===== config.mk =====
export PLATFORM = sky130hd
export DESIGN_NAME = imp_div
export DESIGN_NICKNAME = d
export VERILOG_FILES = /design/src/rtl/imp_pkg.sv /design/src/rtl/imp_div.sv
export SDC_FILE = /design/constraint.sdc
export NUM_CORES = 1
export LEC_CHECK = 0
export BUFFER_PORTS_ARGS = -buffer_cell sky130_fd_sc_hd__buf_4
export CORE_ASPECT_RATIO = 0.5
export CORE_UTILIZATION = 50
export CTS_CLUSTER_SIZE = 28
export DETAILED_ROUTE_END_ITERATION = 16
export GPL_TIMING_DRIVEN = 0
export PLACE_DENSITY = 0.82
export RECOVER_POWER = 25
export REMOVE_ABC_BUFFERS = 1
export SLEW_MARGIN = 30
export SYNTH_ARGS = -nofsm -noshare
export SYNTH_HDL_FRONTEND = slang
export SYNTH_SLANG_ARGS = --single-unit

===== constraint.sdc =====
create_clock -name clk -period 3 [get_ports clk]
set_input_delay 0.6 -clock clk [delete_from_list [all_inputs] [get_ports clk]]
set_output_delay 0.6 -clock clk [all_outputs]
set_load 0.01 [all_outputs]

===== src/rtl/imp_pkg.sv =====
package imp_pkg;

  localparam int IMP_RPM_ROWS      = 43;
  localparam int IMP_THROTTLE_COLS = 10;

  localparam int MODE_W   = 3;
  localparam int SAMPLE_W = 16;
  localparam int ENTRY_W  = 10;
  localparam int ROW_W    = 6;
  localparam int COL_W    = 4;
  localparam int HOLD_W   = 17;

  localparam int CFG_IDX_W = 2;
  localparam int CFG_DW    = 20;
  localparam int MIN_W     = 12;
  localparam int STEP_W    = 16;
  localparam int RATE_W    = 20;

  localparam logic [CFG_IDX_W-1:0] CFG_MIN_SAMPLE   = 2'd0;
  localparam logic [CFG_IDX_W-1:0] CFG_RPM_STEP     = 2'd1;
  localparam logic [CFG_IDX_W-1:0] CFG_CAPTURE_RATE = 2'd2;

  localparam logic [MIN_W-1:0]  MIN_SAMPLE_RST   = 12'd0;
  localparam logic [STEP_W-1:0] RPM_STEP_RST     = 16'd250;
  localparam logic [RATE_W-1:0] CAPTURE_RATE_RST = 20'd10000;

  // rpm = (rate / period) * 120; column = (sample - min) * 3 / 800
  localparam int RPM_SCALE = 120;
  localparam int COL_SCALE = 3;
  localparam int COL_DIV   = 800;
  localparam int RPM_W     = 27;
  localparam int PROD_W    = 18;

  localparam int DIV_DW = 20;
  localparam int DIV_VW = 16;

  typedef enum logic [MODE_W-1:0] {
    MODE_RISE     = 3'd0,
    MODE_FALL     = 3'd1,
    MODE_TICK     = 3'd2,
    MODE_CTRL     = 3'd3,
    MODE_WRITE    = 3'd4,
    MODE_READ_COR = 3'd5,
    MODE_READ_LOG = 3'd6,
    MODE_COPY     = 3'd7
  } mode_t;

  typedef struct packed {
    logic log_we;
    logic log_re;
    logic cor_we;
    logic cor_re;
  } tbl_ctl_t;

endpackage


===== src/rtl/imp_div.sv =====
module imp_div import imp_pkg::*; #(
  parameter int DW = DIV_DW,
  parameter int VW = DIV_VW
) (
  input  logic          clk,
  input  logic          rst_n,
  input  logic          start,
  input  logic [DW-1:0] dividend,
  input  logic [VW-1:0] divisor,
  output logic          done,
  output logic [DW-1:0] quotient
);

  localparam int CW = $clog2(DW);

  logic          busy_r;
  logic          done_r;
  logic [CW-1:0] cnt_r;
  logic [DW-1:0] quo_r;
  logic [VW-1:0] rem_r;
  logic [VW-1:0] dsr_r;

  logic [VW:0]   shifted;
  logic [VW:0]   diff;
  logic          fits;
  logic [VW-1:0] rem_nxt;

  always_comb begin
    shifted = {rem_r, quo_r[DW-1]};
    fits    = shifted >= {1'b0, dsr_r};
    diff    = shifted - {1'b0, dsr_r};
    rem_nxt = fits ? diff[VW-1:0] : shifted[VW-1:0];
  end

  always_ff @(posedge clk) begin
    if (!rst_n) begin
      busy_r <= 1'b0;
      done_r <= 1'b0;
      cnt_r  <= '0;
    end else begin
      done_r <= 1'b0;
      if (start) begin
        busy_r <= 1'b1;
        cnt_r  <= '0;
      end else if (busy_r) begin
        cnt_r <= cnt_r + 1'b1;
        if (cnt_r == CW'(DW - 1)) begin
          busy_r <= 1'b0;
          done_r <= 1'b1;
        end
      end
    end
  end

  always_ff @(posedge clk) begin
    if (start) begin
      quo_r <= dividend;
      rem_r <= '0;
      dsr_r <= divisor;
    end else if (busy_r) begin
      quo_r <= {quo_r[DW-2:0], fits};
      rem_r <= rem_nxt;
    end
  end

  assign done     = done_r;
  assign quotient = quo_r;

endmodule


==> impl_metrics.py <==
metrics = {
    "pwr": {
        "ir_drop_mv": 0.433,
        "p_per_area_nw_per_um2": 638,
        "pwr-share-clk": 0.439,
        "power_switching_w": 0.000680,
        "seqPwrFrac": 0.370,
        "swShare": 0.255,
        "p_leak_nw": 1.72,
        "p_comb_frac": 0.191,
        "internal_power_w": 0.00199,
    },
    "clock_tree": {
        "hold_buffers": 0,
        "cts_buffers": 9,
        "cts_max_path_buffers": 2,
        "root_buffer": "clkbuf_16",
        "clock_latency_ns": 0.34,
        "h-tree-depth": 3,
        "path_clk_slew_ns": 0.05,
        "cts_tree": "done",
        "clock-sinks": 59,
    },
    "critical_path": {
        "cp.required_ns": 3.15,
        "cp_slowest_cell": "a31oi_2",
        "path_buf_inv": 1,
        "path_cells": "inv_1, ha_1, nand4_1, or4_1, and4_4, a31oi_2, nand2b_1, a311oi_1",
        "cp-start-kind": "flip-flop",
        "end_kind": "flip-flop",
        "reg2reg_depth": 8,
        "cpPeakStageDelay_ns": 0.58,
        "crit_fanout": 12,
        "timing.rr.start": "dsr_r[9]$_DFFE_PP_",
        "cpLargestDelayFamily": "simple AND/OR/NAND/NOR gates",
        "r2r-end": "rem_r[7]$_SDFFE_PP0P_",
        "worst-setup-path-type": "reg -> reg",
        "reg2reg_slack_ns": 0.17,
        "cp.arrival_ns": 2.98,
    },
    "cells_and_area": {
        "fin_nets": 439,
        "n_antenna_cell": 0,
        "layout_commonest_cell": "buf_4",
        "fillCellCount": 478,
        "drive_above_1_share": 0.261,
        "final_cells": 475,
        "final_cell_mix": "buf_4 (46), edfxtp_1 (36), nor2_1 (31), inv_1 (23), dfxtp_1 (22)",
        "syn_to_final_growth_pct": 25.6,
    },
    "global_routing": {
        "grt_pass1_vias": 2646,
        "grt_pass1_wl_mm": 12.3,
        "antenna_found_initial": 0,
        "grt_max_degree": 55,
        "grt.overflow.total": 0,
        "grtUsageTotal": 0.234,
    },
    "sta": {
        "slew_viol_final": 0,
        "max-slew-margin-rel": 0.155,
        "skew_ns": 0.00529,
        "rsz0062_at_grt": "no",
        "fin_crit_ns": 2.83,
        "tightestPinTransition_ns": 1.27,
        "setup_violations": 0,
        "whs_ns": 0.459,
        "period_share": 0.944,
        "fmax_mhz": 353,
        "hold_viol": 0,
    },
    "yosys": {
        "synth_edf_count": 36,
        "synth_top_area_cell": "edfxtp_1",
        "ys_seq_elements": 59,
        "syn_area_um2": 3330,
        "syn_inst": 323,
        "synthFlopType": "edfxtp_1",
        "syn_area_per_cell_um2": 10.3,
        "ys_top_cells_by_area": "edfxtp_1 (32%), dfxtp_1 (14%), mux2_2 (7.1%), ha_1 (6.4%), nor2_1 (3.5%)",
        "yosysSeqAreaShare": 0.463,
        "yosysWarnings": 0,
        "synth_top_area_frac": 0.325,
        "async_flop_share": 0,
        "yosysUniqueCellTypes": 56,
    },
    "drt": {
        "totalWireLength_mm": 7.81,
        "initialDrtViolationCount": 181,
        "vias": 2708,
        "wl_per_cell_um": 16.4,
        "final_antenna_net_count": 0,
        "drc": 0,
        "drt_pass1_iterations": 5,
        "routed_via_density": 5.70,
    },
    "hold_path": {
        "hp-class": "in -> reg",
        "min_to": "dsr_r[4]$_DFFE_PP_",
        "hold_start": "divisor[4]",
        "hold_path_depth": 1,
    },
    "flow_run": {
        "cap_violations": 0,
    },
    "place": {
        "hpwl_mm": 5.07,
        "port_buffers": 59,
        "gp_congestion": 0.888,
        "dp.cells": 454,
    },
    "floorplan": {
        "core_um2": 6230,
        "die_h_um": 59.7,
        "dieArea_um2": 7000,
        "initial_core_util": 0.534,
        "die_width_um": 117,
        "row_count": 20,
        "ios": 60,
    },
    "outcome": {
        "status": "complete, no violations",
    },
}
==> kinds of logic (layout without fill, tap and decap cells) <==
group                      after synthesis  in the layout  share of synthesized area
DFF                                     59             59                      0.463
xor gates and xnor gates                11             11                     0.0290
muxes                                   28             28                     0.0921
AOI/OAI and AO/OA                       77             78                      0.160
adders and majority gates               18             18                     0.0700
and+or+nand+nor                         90             90                      0.135
buffers and inverters                   40            103                     0.0504
==> sequential cells by signal (all words and copies together), names as in the netlist <==
| register | flops |
|---|---|
| quotient | 20 |
| busy_r | 1 |
| cnt_r | 5 |
| rem_r | 16 |
| dsr_r | 16 |
| done | 1 |
==> routing by layer <==
metal | up-vias | part of all wire | track usage | routed length, um
li1 | 1318 | - | - | -
met1 | 1267 | 0.43 | 0.275 | 3370
met2 | 106 | 0.48 | 0.400 | 3770
met3 | 17 | 0.070 | 0.0983 | 546
met4 | 0 | 0.015 | 0.0668 | 121
met5 | - | 0 | 0 | 0
==> per-stage QoR <==
step	setup WS [ns]	util	instance area [um^2]	power [W]	TNS, ns
after floorplan	0.359	-	3250	0.00131	0
after global placement	-0.00989	0.610	3800	0.00146	-0.00989
after detailed placement	-0.0497	0.610	3800	0.00148	-0.0497
after CTS	0.0885	0.666	4150	0.00266	0
after global routing	0.0231	0.670	4180	0.00278	0
final	0.169	0.670	4180	0.00267	0
==> power groups by stage <==
stage          registers, W  logic [W]  clock network, W
2_1_floorplan       0.00100   0.000307                 0
3_3_place_gp       0.000995   0.000468                 0
3_5_place_dp        0.00100   0.000481                 0
4_1_cts            0.000986   0.000494           0.00118
5_1_grt            0.000994   0.000559           0.00122
6_report           0.000986   0.000510           0.00117
==> area by class of cell <==
cell class | count | area (um^2) | share of cell area
sequential | 59 | 1540 | 0.369
clock buffer | 11 | 233 | 0.0557
timing repair buffer | 63 | 470 | 0.113
clock inverter | 5 | 101 | 0.0243
inverter | 24 | 90.1 | 0.0216
multi-input combinational | 225 | 1630 | 0.390
tap | 88 | 110 | 0.0264
==> synth_stat cells (2+ instances only) <==
library cell	count
edfxtp_1	36
a31oi_1	2
mux2i_1	7
o21a_1	3
a221oi_1	2
o21ai_0	11
buf_1	2
nor2_1	31
a21o_1	3
buf_2	4
o21ai_1	2
xor2_1	5
ha_1	17
nand2b_1	10
mux2_2	21
nor3_1	6
nand3_1	9
o311ai_0	2
and2_1	2
inv_1	23
xnor2_1	6
o211ai_1	3
dfxtp_1	23
a311oi_1	5
a21oi_1	20
nand4_1	5
nand2_1	15
clkbuf_1	7
and3_1	4
o21bai_1	3
a211oi_1	9
==> how the worst max path moves through the flow <==
stage                             startpoint                    end  slack, ns  cells past startpoint
after floorplan           dsr_r[9]$_DFFE_PP_  rem_r[0]$_SDFFE_PP0P_       0.36                      8
after global placement    dsr_r[9]$_DFFE_PP_  rem_r[0]$_SDFFE_PP0P_      -0.01                      8
after detailed placement  dsr_r[9]$_DFFE_PP_  rem_r[0]$_SDFFE_PP0P_      -0.05                      8
after CTS                 dsr_r[9]$_DFFE_PP_  rem_r[0]$_SDFFE_PP0P_       0.09                      8
after global routing      dsr_r[9]$_DFFE_PP_  rem_r[7]$_SDFFE_PP0P_       0.02                      8
final                     dsr_r[9]$_DFFE_PP_  rem_r[7]$_SDFFE_PP0P_       0.17                      8
==> timing repair <==
item / CTS / global route
pin swaps: 1 / 1
endpoints found under the hold margin: 0 / 0
endpoints found under the setup margin: 1 / 3
gates cloned: 1 / 0
resized for setup: 0 / 1
buffers inserted: 0 / 4
Note: power is estimated with default switching activity, not from simulation.
